==> src/rtl/aram_pkg.sv <==
// Shared types, constants, the AES S-box table and the AES round of the arena mixer.
`timescale 1ns / 1ps

package aram_pkg;

  localparam int unsigned LANES_DEF        = 4;
  localparam int unsigned CHUNK_LENGTH_DEF = 128;
  localparam int unsigned LANE_IDX_W       = 4;
  localparam int unsigned CMD_Q_DEPTH      = 4;
  localparam int unsigned RES_Q_DEPTH      = 2;
  localparam int unsigned INDEX_W          = 41;
  localparam int unsigned REV_W            = 32;

  localparam logic [5:0] INDEX_BITS_RST = 6'd16;
  localparam logic [5:0] INDEX_BITS_MAX = 6'd32;

  localparam logic [1:0] OP_LOAD = 2'd0;
  localparam logic [1:0] OP_MIX  = 2'd1;
  localparam logic [1:0] OP_READ = 2'd2;

  localparam logic RK_INDEX = 1'b0;
  localparam logic RK_LANE  = 1'b1;

  typedef enum logic [1:0] {
    CMD_LOAD,
    CMD_MIX,
    CMD_READ
  } cmd_op_e;

  typedef struct packed {
    logic [1:0]  opcode;
    logic [1:0]  lane_select;
    logic [63:0] word_low;
    logic [63:0] word_high;
  } in_word_t;

  typedef struct packed {
    logic                 result_kind;
    logic [INDEX_W-1:0]   block_index;
    logic [63:0]          lane_low;
    logic [63:0]          lane_high;
  } out_word_t;

  typedef struct packed {
    cmd_op_e               op;
    logic [LANE_IDX_W-1:0] lane;
    logic                  lane_ok;
    logic                  last;
    logic [63:0]           key_low;
    logic [63:0]           key_high;
  } cmd_t;

  localparam logic [7:0] SBOX [256] = '{
    8'h63, 8'h7c, 8'h77, 8'h7b, 8'hf2, 8'h6b, 8'h6f, 8'hc5,
    8'h30, 8'h01, 8'h67, 8'h2b, 8'hfe, 8'hd7, 8'hab, 8'h76,
    8'hca, 8'h82, 8'hc9, 8'h7d, 8'hfa, 8'h59, 8'h47, 8'hf0,
    8'had, 8'hd4, 8'ha2, 8'haf, 8'h9c, 8'ha4, 8'h72, 8'hc0,
    8'hb7, 8'hfd, 8'h93, 8'h26, 8'h36, 8'h3f, 8'hf7, 8'hcc,
    8'h34, 8'ha5, 8'he5, 8'hf1, 8'h71, 8'hd8, 8'h31, 8'h15,
    8'h04, 8'hc7, 8'h23, 8'hc3, 8'h18, 8'h96, 8'h05, 8'h9a,
    8'h07, 8'h12, 8'h80, 8'he2, 8'heb, 8'h27, 8'hb2, 8'h75,
    8'h09, 8'h83, 8'h2c, 8'h1a, 8'h1b, 8'h6e, 8'h5a, 8'ha0,
    8'h52, 8'h3b, 8'hd6, 8'hb3, 8'h29, 8'he3, 8'h2f, 8'h84,
    8'h53, 8'hd1, 8'h00, 8'hed, 8'h20, 8'hfc, 8'hb1, 8'h5b,
    8'h6a, 8'hcb, 8'hbe, 8'h39, 8'h4a, 8'h4c, 8'h58, 8'hcf,
    8'hd0, 8'hef, 8'haa, 8'hfb, 8'h43, 8'h4d, 8'h33, 8'h85,
    8'h45, 8'hf9, 8'h02, 8'h7f, 8'h50, 8'h3c, 8'h9f, 8'ha8,
    8'h51, 8'ha3, 8'h40, 8'h8f, 8'h92, 8'h9d, 8'h38, 8'hf5,
    8'hbc, 8'hb6, 8'hda, 8'h21, 8'h10, 8'hff, 8'hf3, 8'hd2,
    8'hcd, 8'h0c, 8'h13, 8'hec, 8'h5f, 8'h97, 8'h44, 8'h17,
    8'hc4, 8'ha7, 8'h7e, 8'h3d, 8'h64, 8'h5d, 8'h19, 8'h73,
    8'h60, 8'h81, 8'h4f, 8'hdc, 8'h22, 8'h2a, 8'h90, 8'h88,
    8'h46, 8'hee, 8'hb8, 8'h14, 8'hde, 8'h5e, 8'h0b, 8'hdb,
    8'he0, 8'h32, 8'h3a, 8'h0a, 8'h49, 8'h06, 8'h24, 8'h5c,
    8'hc2, 8'hd3, 8'hac, 8'h62, 8'h91, 8'h95, 8'he4, 8'h79,
    8'he7, 8'hc8, 8'h37, 8'h6d, 8'h8d, 8'hd5, 8'h4e, 8'ha9,
    8'h6c, 8'h56, 8'hf4, 8'hea, 8'h65, 8'h7a, 8'hae, 8'h08,
    8'hba, 8'h78, 8'h25, 8'h2e, 8'h1c, 8'ha6, 8'hb4, 8'hc6,
    8'he8, 8'hdd, 8'h74, 8'h1f, 8'h4b, 8'hbd, 8'h8b, 8'h8a,
    8'h70, 8'h3e, 8'hb5, 8'h66, 8'h48, 8'h03, 8'hf6, 8'h0e,
    8'h61, 8'h35, 8'h57, 8'hb9, 8'h86, 8'hc1, 8'h1d, 8'h9e,
    8'he1, 8'hf8, 8'h98, 8'h11, 8'h69, 8'hd9, 8'h8e, 8'h94,
    8'h9b, 8'h1e, 8'h87, 8'he9, 8'hce, 8'h55, 8'h28, 8'hdf,
    8'h8c, 8'ha1, 8'h89, 8'h0d, 8'hbf, 8'he6, 8'h42, 8'h68,
    8'h41, 8'h99, 8'h2d, 8'h0f, 8'hb0, 8'h54, 8'hbb, 8'h16
  };

  function automatic logic [7:0] xtime(input logic [7:0] b);
    return {b[6:0], 1'b0} ^ (b[7] ? 8'h1b : 8'h00);
  endfunction

  function automatic logic [127:0] aes_round(input logic [127:0] s, input logic [127:0] k);
    logic [127:0] t;
    logic [127:0] m;
    logic [7:0]   a0, a1, a2, a3;
    for (int c = 0; c < 4; c++) begin
      for (int r = 0; r < 4; r++) begin
        t[8*(4*c+r) +: 8] = SBOX[s[8*(4*((c+r)%4)+r) +: 8]];
      end
    end
    for (int c = 0; c < 4; c++) begin
      a0 = t[8*(4*c)   +: 8];
      a1 = t[8*(4*c+1) +: 8];
      a2 = t[8*(4*c+2) +: 8];
      a3 = t[8*(4*c+3) +: 8];
      m[8*(4*c)   +: 8] = xtime(a0) ^ xtime(a1) ^ a1 ^ a2 ^ a3;
      m[8*(4*c+1) +: 8] = a0 ^ xtime(a1) ^ xtime(a2) ^ a2 ^ a3;
      m[8*(4*c+2) +: 8] = a0 ^ a1 ^ xtime(a2) ^ xtime(a3) ^ a3;
      m[8*(4*c+3) +: 8] = xtime(a0) ^ a0 ^ a1 ^ a2 ^ xtime(a3);
    end
    return m ^ k;
  endfunction

endpackage

==> src/rtl/aram_fifo.sv <==
// Small register queue used between front, back and result ports.
`timescale 1ns / 1ps

module aram_fifo
  import aram_pkg::*;
#(
  parameter type         T     = logic,
  parameter int unsigned DEPTH = 2
) (
  input  logic clk_i,
  input  logic rst_ni,
  input  logic push_i,
  input  T     data_i,
  output logic full_o,
  input  logic pop_i,
  output T     data_o,
  output logic empty_o
);

  localparam int unsigned PW = (DEPTH > 1) ? $clog2(DEPTH) : 1;
  localparam int unsigned NW = $clog2(DEPTH + 1);
  localparam logic [PW-1:0] LAST_PTR = PW'(DEPTH - 1);
  localparam logic [NW-1:0] FULL_CNT = NW'(DEPTH);

  T              mem_q [DEPTH];
  logic [PW-1:0] wr_ptr_q, wr_ptr_d;
  logic [PW-1:0] rd_ptr_q, rd_ptr_d;
  logic [NW-1:0] cnt_q, cnt_d;
  logic          do_push, do_pop;

  assign full_o  = (cnt_q == FULL_CNT);
  assign empty_o = (cnt_q == '0);
  assign do_push = push_i && !full_o;
  assign do_pop  = pop_i && !empty_o;
  assign data_o  = mem_q[rd_ptr_q];

  always_comb begin
    wr_ptr_d = wr_ptr_q;
    rd_ptr_d = rd_ptr_q;
    cnt_d    = cnt_q;
    if (do_push) begin
      wr_ptr_d = (wr_ptr_q == LAST_PTR) ? '0 : wr_ptr_q + 1'b1;
    end
    if (do_pop) begin
      rd_ptr_d = (rd_ptr_q == LAST_PTR) ? '0 : rd_ptr_q + 1'b1;
    end
    if (do_push && !do_pop) begin
      cnt_d = cnt_q + 1'b1;
    end else if (do_pop && !do_push) begin
      cnt_d = cnt_q - 1'b1;
    end
  end

  always_ff @(posedge clk_i or negedge rst_ni) begin
    if (!rst_ni) begin
      wr_ptr_q <= '0;
      rd_ptr_q <= '0;
      cnt_q    <= '0;
    end else begin
      wr_ptr_q <= wr_ptr_d;
      rd_ptr_q <= rd_ptr_d;
      cnt_q    <= cnt_d;
    end
  end

  always_ff @(posedge clk_i) begin
    if (do_push) begin
      mem_q[wr_ptr_q] <= data_i;
    end
  end

endmodule

==> config.mk <==
export PLATFORM = sky130hd
export DESIGN_NAME = aram_fifo
export DESIGN_NICKNAME = d
export VERILOG_FILES = /design/src/rtl/aram_pkg.sv /design/src/rtl/aram_fifo.sv
export SDC_FILE = /design/constraint.sdc
export NUM_CORES = 1
export LEC_CHECK = 0
export BUFFER_PORTS_ARGS = -buffer_cell sky130_fd_sc_hd__buf_2
export CAP_MARGIN = 40
export CORE_AREA = 2 2 39 41
export DETAILED_ROUTE_END_ITERATION = 16
export DIE_AREA = 0 0 41 43
export SETUP_SLACK_MARGIN = 0.05
export SLEW_MARGIN = 20
export SYNTH_ARGS = -nofsm -noshare
export SYNTH_HDL_FRONTEND = slang
export SYNTH_SLANG_ARGS = --single-unit
export TNS_END_PERCENT = 5
==> constraint.sdc <==
create_clock -name clk_i -period 1.45 [get_ports clk_i]
set_clock_uncertainty 0.2 [all_clocks]
set_input_delay 0.145 -clock clk_i [delete_from_list [all_inputs] [get_ports clk_i]]
set_output_delay 0.145 -clock clk_i [all_outputs]
set_load 0.03 [all_outputs]
# == Yosys cells after proc, flatten, opt, wreduce, memory -nomap -nowiden ==
# Memories as Yosys holds them, arrays and structs flattened.
# Index checks and enable logic that the tools add are counted.
# op_classes
n_addsub,4
eq_ne,1
mux,6
n_reduce_logical,10
# op_table
op,count
$logic_and 1x1->1,4
$logic_not 1->1,4
$mux 1,4
$mux 2,2
$add 1x1->1 const B,2
$add 2x1->2 const B,1
$eq 2x2->1 const B,1
$logic_not 2->1,1
$reduce_bool 2->1,1
$sub 2x1->2 const B,1
# word_totals
ff_bits,4
ramBits,2
elab_cells,25
memories,1
# memory_table
memory,depth,word_bits,read_ports,rd_ports_with_merged_regs,write_ports,line,text
mem_q,2,1,1,0,1,aram_fifo.sv:25,T mem_q [DEPTH];

# == Logic depth before layout (Yosys ltp) ==
# Gate-level depths: netlist of the first run.
# logic_depth
depth_word,7
mapped_depth,7

# == Worst setup path before layout of the first run ==
# OpenSTA, ideal clock, no wires.
# synth_path
path_kind,register -> register
startpoint,reg cnt_q[0]
endpoint,reg cnt_q[1]
t_arrival_ns,1.282
path_slack_ns,-0.111
path_stages_with_launch,7
period_less_slack_ns,1.561
cell_sequence,dfrtp_1 -> nand2b_1 -> nand2_1 -> inv_1 -> ha_1 -> nor2_1 -> xor2_1
# synth_via
elab_chain_len,6
# synth_lines
item,line,text
"start, declared",aram_fifo.sv:28,"logic [NW-1:0] cnt_q, cnt_d;"
"start signal, assigned",aram_fifo.sv:62,cnt_q <= cnt_d;
$eq 2x2->1 / $logic_not 2->1 (equally long branches),"aram_fifo.sv:31, aram_fifo.sv:32",
$logic_not 1->1 (on tied branches),"aram_fifo.sv:33, aram_fifo.sv:34",
$logic_and 1x1->1 (on tied branches),"aram_fifo.sv:33, aram_fifo.sv:34",
$logic_not 1->1 (on tied branches),"aram_fifo.sv:49, aram_fifo.sv:47",
$logic_and 1x1->1 (on tied branches),"aram_fifo.sv:49, aram_fifo.sv:47",
$reduce_bool 2->1 (no line) / $mux 2 (equally long branches),n/a,
# Parallel ways exist; a longest one is shown, timed or not. The select of a mux whose other input is x is not followed.
# A chain may end at the register's enable or synchronous reset.

# == Worst setup path after layout of the first run ==
# Same ends and word-level chain as after synthesis.

==> impl_metrics.toml, run 1 <==
[outcome]
status = "finished with violations"
violations = "setup timing"

[synth]
synthXorXnorAreaFrac = 0.164
synth_ff_type = "dfrtp_1"
synth_top_area_frac = 0.374
synthAdderAreaFrac = 0.0467
synthMuxAreaShare = 0.0421
yosys.area_share.simple = 0.103
async_flop_share = 0.667
netlist_area_sq_um = 268
synthTopCellsByArea = "dfrtp_1 37%, edfxtp_1 22%, xnor2_1 9.8%"
synth.cells.most_frequent = "4 x dfrtp_1, 3 x nor2_1, 3 x xnor2_1"
synth_cell_types = 12
ys_seq_area_frac = 0.598
synth_edf_count = 2
synth_top_family_by_area = "XOR/XNOR gates"
synth.most_common_cell = "dfrtp_1"
synth.net_count = 28
synth_compound_area_frac = 0.0187
synth_top_cell_by_area = "dfrtp_1"
synth.avg_cell_area_sq_um = 12.2
yosysWarnings = 0
ys_ff_latch = 6
synthCells = 22

[placement]
port_buffers = 7
place_inst = 50
dpl_cell_area_sq_um = 378
place_ws_ps = -114
globalplace.congestion = 0.662

[floorplan]
dieArea_sq_um = 1760
io_pins = 8
die_y_microns = 43
die_w_microns = 41
start_util = 0.193
num_rows = 14
core_area_sq_um = 1380

[global_route]
grt_usage = 0.0798
antenna_found_initial = 0
grt_max_degree = 5
grt_pass1_wl_microns = 910
overflow = 0
grt_pass1_vias = 229

[routing]
drt-pass1-iter-count = 2
viasPerCell = 3.68
drtAntennaViolNets = 0
post_drt_wl_per_cell_microns = 9.48
drc_errors = 0
vias = 206
drt-initial-drc-count = 1
finalWirelength_microns = 531

[timing]
fin_crit_ps = 1480
slew_headroom = 0.872
hold_viol_final = 0
period_share = 1.02
setup_viol = 1
tns_ps = -28.5
setup_slack_ps = -28.5
rsz0062_at_grt = "yes"
fmax_mhz = 676
drv_slew = 0
worstMarginPinSlew_ps = 191

[clocking]
numCtsBuffers = 3
cts-root-buf = "clkbuf_4"
ctsHtreeMaxLevel = 1
clockBufferDepth = 2
clk_latency_ps = 230
cts_sinks = 6
cts.clk_slew.worst_paths_ps = 40
cts_tree = "yes"

[power_and_ir_drop]
ir_worst_vdd_uv = 441
power.density_nw_per_um2 = 2270
p_total_mw = 1.04
p_leak_nw = 0.220

[cells_and_area]
drive_above_1_share = 0.575
fillCellCount = 136
final_nets = 48
antenna_cells = 0
fin_area_sq_um = 460
stdcell_count = 56
area.growth.synth_to_final_pct = 72.0

[critical_path]
end_kind = "flip-flop"
cp-start-kind = "flip-flop"
worstPathMaxFanout = 3
crit_type = "reg2reg"
slowest_delay_ps = 400
crit_arrival_ps = 1430
crit_path_cell_trace = "nand2b_4, nand2_4, inv_2, ha_4, xor2_1, nor2_1, xor2_1"
required_ps = 1410
crit_top_cell = "xor2_1"
cpMaxStageDelayCell = "dfrtp_1"

[min_path]
hold_class = "in2async"

[flow_run]
max_cap_violations = 0
report_power, final:
part           internal (mW)  switching (mW)
sequential             0.255          0.0646
clock                 0.0930          0.0503
combinational          0.320           0.261
registers in the layout, summed over array words and instances (netlist names):
name / flops
mem_q: 2
cnt_q: 2
rd_ptr_q: 1
wr_ptr_q: 1
per-layer routing:
layer / global-route usage / up-vias / routed length, microns
met4: 0.0600 / 0 / 0
met3: 0.0157 / 0 / 17
met1: 0.0754 / 92 / 197
met5: 0 / - / 0
met2: 0.138 / 6 / 316
li1: - / 108 / -
what timing repair did:
action                                  4_1_cts  5_1_grt
hold buffers                                  2        0
setup buffers                                 1        0
gates resized for setup                       9        0
endpoints found under the hold margin         6        0
endpoints found under the setup margin        5        4
pin swaps                                     4        0
cells by family (layout without fill, tap and decap cells):
| group | count (synthesis) | after routing |
|---|---|---|
| mux | 1 | 1 |
| simple gates | 6 | 6 |
| xor+xnor | 5 | 5 |
| compound gates | 1 | 1 |
| flops | 6 | 6 |
| buf+inv | 2 | 20 |
| fa+ha+maj | 1 | 1 |
through the flow:
step	util	hold slack, ps
5_1_grt	0.333	63.2
2_1_floorplan	-	-351
4_1_cts	0.333	43.5
3_3_place_gp	0.273	-242
6_report	0.333	55.4
3_5_place_dp	0.273	-242
path summary, 6_finish.rpt:
| kind | startpoint | endpoint | slack [ps] | depth (start not counted) |
|---|---|---|---|---|
| worst max-delay path | cnt_q[0]$_DFFE_PN0P_ | cnt_q[1]$_DFFE_PN0P_ | -30 | 7 |
| max in group asynchronous | rst_ni | cnt_q[1]$_DFFE_PN0P_ | 880 | 2 |
| worst max register to register | cnt_q[0]$_DFFE_PN0P_ | cnt_q[1]$_DFFE_PN0P_ | -30 | 7 |
| min in group clk_i | push_i | wr_ptr_q$_DFFE_PN0N_ | 100 | 4 |
| worst min-delay path | rst_ni | cnt_q[0]$_DFFE_PN0P_ | 60 | 2 |
| worst min register to register | wr_ptr_q$_DFFE_PN0N_ | wr_ptr_q$_DFFE_PN0N_ | 290 | 1 |
placed cells by master (no fill, tap or decap), drive strengths merged:
cell type and count:
edfxtp 2, inv 2, dlygate4sd3 2, nor2 3, nand2 1, clkbuf 3
buf 13, nand2b 1, xnor2 3, mux2 1, and3 1, xor2 2
o21ai 1, dfrtp 4, ha 1
worst max-delay path, delay by kind of cell (launching register included):
family | cells | cell delay [ps]
flops | 1 | 400
simple gates | 3 | 330
xor+xnor | 2 | 280
fa+ha+maj | 1 | 150
buf+inv | 1 | 40
final cells by class:
type,instances,area (sq um),share of cell area
inverter,2,7.51,0.0163
multi-input combinational,14,135,0.293
clock buffer,3,22.5,0.0489
timing repair buffer,15,115,0.250
tap,16,20.0,0.0435
sequential,6,160,0.348
Note: power is estimated with default switching activity, not from simulation.
==> run 2, diff against run 1 <==
--- a/config.mk
+++ b/config.mk
@@ -7,9 +7,12 @@
 export LEC_CHECK = 0
 export BUFFER_PORTS_ARGS = -buffer_cell sky130_fd_sc_hd__buf_2
 export CAP_MARGIN = 40
+export CELL_PAD_IN_SITES_DETAIL_PLACEMENT = 2
+export CELL_PAD_IN_SITES_GLOBAL_PLACEMENT = 2
 export CORE_AREA = 2 2 39 41
 export DETAILED_ROUTE_END_ITERATION = 16
 export DIE_AREA = 0 0 41 43
+export PLACE_DENSITY = 0.54
 export SETUP_SLACK_MARGIN = 0.05
 export SLEW_MARGIN = 20
 export SYNTH_ARGS = -nofsm -noshare
==> impl_metrics.toml, run 2 (synthesis results as in run 1) <==
[outcome]
status = "finished with violations"
violations = "setup timing"

[critical_path]
cpMaxStageDelayCell = "dfrtp_1"
crit_path_cell_trace = "buf_4, o21ai_2, ha_4, xor2_1, nor2_1, xor2_1"
r2r_setup_slack_ps = -110
cp-start-kind = "flip-flop"
crit_type = "reg2reg"
slowest_delay_ps = 400
r2r_cells = 6
crit_arrival_ps = 1490
end_kind = "flip-flop"
crit_top_cell = "xor2_1"
rr_startpoint = "cnt_q[0]$_DFFE_PN0P_"
worstPathMaxFanout = 3
r2r-end = "cnt_q[1]$_DFFE_PN0P_"
required_ps = 1370

[clocking]
clk_latency_ps = 240
numCtsBuffers = 3
clockBufferDepth = 2
ctsHtreeMaxLevel = 1
cts_sinks = 6
cts.clk_slew.worst_paths_ps = 50
cts_tree = "yes"
cts-root-buf = "clkbuf_4"

[timing]
drv_slew = 0
fin_crit_ps = 1560
setup_slack_ps = -114
slew_headroom = 0.870
hold_viol_final = 0
fmax_mhz = 639
setup_viol = 3
period_share = 1.08
worstMarginPinSlew_ps = 195
rsz0062_at_grt = "yes"

[placement]
globalplace.congestion = 0.668
dp_hpwl_microns = 522
port_buffers = 7

[cells_and_area]
reg_top3 = "cnt_q (2), mem_q (2)"
multiInputGateArea_sq_um = 135
final_nets = 49
antenna_cells = 0
fillCellCount = 152
final_cell_mix = "8 x buf_4, 4 x dfrtp_1, 4 x buf_2"
final-seq-area_sq_um = 160
post-route-util = 0.343
area.growth.synth_to_final_pct = 77.1
layout_commonest_cell = "buf_4"
drive_above_1_share = 0.571

[routing]
post_drt_wl_per_cell_microns = 11.9
drt-pass1-iter-count = 1
drt-initial-drc-count = 0
vias = 237
drtAntennaViolNets = 0
viasPerCell = 4.09
finalWirelength_microns = 692
drc_errors = 0

[floorplan]
io_pins = 8
num_rows = 14
die_y_microns = 43
start_util = 0.193
die_w_microns = 41
core_area_sq_um = 1380
dieArea_sq_um = 1760

[global_route]
grt_pass1_vias = 259
overflow = 0
grt_max_degree = 5
grt_usage = 0.111
antenna_found_initial = 0
grt_pass1_wl_microns = 1190

[power_and_ir_drop]
ir_worst_vdd_uv = 638
p_total_mw = 1.12
p_leak_nw = 0.226
power.density_nw_per_um2 = 2360

[flow_run]
max_cap_violations = 0

[min_path]
hold_class = "in2async"
-- run 2: final cells by class --
type                            count  area share
Clock buffer                        4      0.0554
Inverter                            2      0.0211
Multi-Input combinational cell     14       0.285
Sequential cell                     6       0.338
Tap cell                           16      0.0422
Timing Repair Buffer               16       0.259
-- run 2: layer usage --
| layer | up-vias | wire length [microns] | GRT usage |
|---|---|---|---|
| li1 | 111 | - | - |
| met1 | 121 | 265 | 0.109 |
| met5 | - | 0 | 0 |
| met2 | 5 | 399 | 0.175 |
| met4 | 0 | 0 | 0.0600 |
| met3 | 0 | 26 | 0.0628 |
-- run 2: report_power, final --
| part | switching [mW] | total, mW | leakage, nW | internal [mW] |
|---|---|---|---|---|
| logic | 0.285 | 0.630 | 0.146 | 0.345 |
| registers | 0.0660 | 0.320 | 0.0652 | 0.254 |
| clock network | 0.0663 | 0.171 | 0.0150 | 0.105 |
-- run 2: worst max-delay path: cells and delay by family (launching register included) --
family	cells	cell delay (ps)
AOI/OAI and AO/OA	1	180
DFF	1	400
and+or+nand+nor	1	80
xor gates and xnor gates	2	280
buffers and inverters	1	150
adders and majority gates	1	160
-- run 2: per-stage QoR --
stage                     setup slack (ps)  setup TNS (ps)  hold slack (ps)  instance area, sq um  cells
after floorplan                      -35.0           -35.0             -351                   285     22
after global placement               -18.1           -18.1             -239                   378     50
after detailed placement              -104            -104             -231                   378     50
after CTS                             -101            -136             32.3                   457     56
after global routing                  -218            -491             51.3                   474     58
final                                 -114            -193             37.3                   474     58
-- run 2: how the worst max path moves through the flow --
stage | to | startpoint
floorplan | cnt_q[1]$_DFFE_PN0P_ | cnt_q[0]$_DFFE_PN0P_
global placement | cnt_q[1]$_DFFE_PN0P_ | cnt_q[1]$_DFFE_PN0P_
detailed placement | cnt_q[1]$_DFFE_PN0P_ | cnt_q[1]$_DFFE_PN0P_
CTS | cnt_q[1]$_DFFE_PN0P_ | cnt_q[0]$_DFFE_PN0P_
global route | cnt_q[1]$_DFFE_PN0P_ | cnt_q[0]$_DFFE_PN0P_
finish | cnt_q[1]$_DFFE_PN0P_ | cnt_q[0]$_DFFE_PN0P_
-- run 2: timing repair --
action	CTS	global route
resized for setup	9	1
hold buffers	2	0
setup endpoints to repair	5	5
buffers inserted	0	2
pin swaps	2	3
gates cloned	0	0
endpoints found under the hold margin	6	0
==> run 3, diff against run 2 <==
--- a/config.mk
+++ b/config.mk
@@ -12,7 +12,7 @@
 export CORE_AREA = 2 2 39 41
 export DETAILED_ROUTE_END_ITERATION = 16
 export DIE_AREA = 0 0 41 43
-export PLACE_DENSITY = 0.54
+export PLACE_DENSITY = 0.52
 export SETUP_SLACK_MARGIN = 0.05
 export SLEW_MARGIN = 20
 export SYNTH_ARGS = -nofsm -noshare
==> constraint.sdc (replaced) <==
create_clock -name clk_i -period 1.6 [get_ports clk_i]
set_clock_uncertainty 0.2 [all_clocks]
set_input_delay 0.16 -clock clk_i [delete_from_list [all_inputs] [get_ports clk_i]]
set_output_delay 0.16 -clock clk_i [all_outputs]
set_load 0.03 [all_outputs]
==> impl_metrics.toml, run 3 (synthesis results as in run 1) <==
[outcome]
status = "completed"

[timing]
setup_slack_ps = 98.5
rsz0062_at_grt = "yes"
setup_viol = 0
tns_ps = 0
timing.hold.ws_ps = 50.5
drv_slew = 0
hold_viol_final = 0
fmax_mhz = 666
slew_headroom = 0.846
fin_crit_ps = 1500
worstMarginPinSlew_ps = 231
period_share = 0.938

[power_and_ir_drop]
ir_worst_vdd_uv = 543
power.density_nw_per_um2 = 2070
p_leak_nw = 0.204

[cells_and_area]
antenna_cells = 0
final_nets = 46
drive_above_1_share = 0.526
fin_area_sq_um = 429
layout_commonest_cell = "buf_2"
area.growth.synth_to_final_pct = 60.3
fillCellCount = 155
post-route-util = 0.310
reg_top3 = "cnt_q (2), mem_q (2)"
final_cell_mix = "6 x buf_2, 5 x buf_4, 4 x dfrtp_1"

[placement]
dp_hpwl_microns = 463
dpl_cell_area_sq_um = 355
port_buffers = 7
globalplace.congestion = 0.650
place_ws_ps = 46.0

[global_route]
grt_pass1_wl_microns = 972
overflow = 0
grt_max_degree = 5
grt_pass1_vias = 247
antenna_found_initial = 0
grt_usage = 0.0911

[floorplan]
num_rows = 14
core_area_sq_um = 1380
start_util = 0.193
die_w_microns = 41
dieArea_sq_um = 1760
die_y_microns = 43
io_pins = 8

[critical_path]
worstPathMaxFanout = 3
required_ps = 1240
crit_arrival_ps = 1140
crit_type = "reg2out"
cp-start-kind = "flip-flop"
end_kind = "output pin"

[clocking]
clk_latency_ps = 250
cts_setup_buffers = 0
clockBufferDepth = 2
numCtsBuffers = 3
cts_tree = "yes"
cts-root-buf = "clkbuf_4"
cts.clk_slew.worst_paths_ps = 50
ctsHtreeMaxLevel = 1
cts_sinks = 6

[routing]
drtAntennaViolNets = 0
viasPerCell = 3.93
post_drt_wl_per_cell_microns = 11.3
finalWirelength_microns = 610
drt-pass1-iter-count = 1
drt-initial-drc-count = 0
drc_errors = 0
vias = 212

[flow_run]
max_cap_violations = 0

[min_path]
hold_class = "in2async"
-- run 3: changes by cell type in the layout (fill, tap and decap cells not counted) --
cell and change:
buf_2 +2, buf_4 -3, buf_6 -2, clkbuf_1 -1, inv_1 +1, inv_4 -1
mux2_2 +1, mux2_4 -1
-- run 3: path summary, 6_finish.rpt --
| check | slack (ps) | cells after the start | endpoint | start |
|---|---|---|---|---|
| max reg2reg | 100 | 5 | cnt_q[1]$_DFFE_PN0P_ | cnt_q[1]$_DFFE_PN0P_ |
| min | 50 | 2 | cnt_q[1]$_DFFE_PN0P_ | rst_ni |
| min in group clk_i | 100 | 4 | wr_ptr_q$_DFFE_PN0N_ | push_i |
| max in group asynchronous | 1020 | 2 | rd_ptr_q$_DFFE_PN0P_ | rst_ni |
| max | 100 | 4 | full_o | cnt_q[0]$_DFFE_PN0P_ |
| min reg2reg | 300 | 1 | rd_ptr_q$_DFFE_PN0P_ | rd_ptr_q$_DFFE_PN0P_ |
-- run 3: power breakdown --
group / total (mW) / switching [mW] / internal [mW]
Clock: 0.141 / 0.0561 / 0.0849
Combinational: 0.450 / 0.222 / 0.229
Sequential: 0.295 / 0.0648 / 0.231
Total: 0.887 / 0.343 / 0.544
-- run 3: routing by layer --
metal / up-vias / wire length, microns / global-route usage
met5: - / 0 / 0
met3: 2 / 23 / 0.0314
met4: 0 / 17 / 0.0800
met1: 103 / 207 / 0.0693
li1: 102 / - / -
met2: 5 / 362 / 0.159
-- run 3: area by class of cell --
cell class / instances / area (sq um) / share of cell area
sequential: 6 / 160 / 0.373
tap: 16 / 20.0 / 0.0466
inverter: 2 / 7.51 / 0.0175
multi-input combinational: 14 / 131 / 0.306
timing repair buffer: 13 / 87.6 / 0.204
clock buffer: 3 / 22.5 / 0.0525
-- run 3: critical path, cell delays in order (launching register included) --
cell and delay (ps):
dfrtp_1 400, nand2b_4 170, buf_4 140, inv_1 50, buf_4 150
-- run 3: timing repair --
action | CTS | global route
setup endpoints to repair | 2 | 2
resized for setup | 1 | 7
hold endpoints to repair | 6 | 0
hold buffers | 2 | 0
pin swaps | 1 | 2
-- run 3: metrics by stage --
step / instances / power, mW
2_1_floorplan: 22 / 0.537
3_3_place_gp: 49 / 0.661
3_5_place_dp: 49 / 0.686
4_1_cts: 54 / 0.858
5_1_grt: 54 / 0.963
6_report: 54 / 0.887
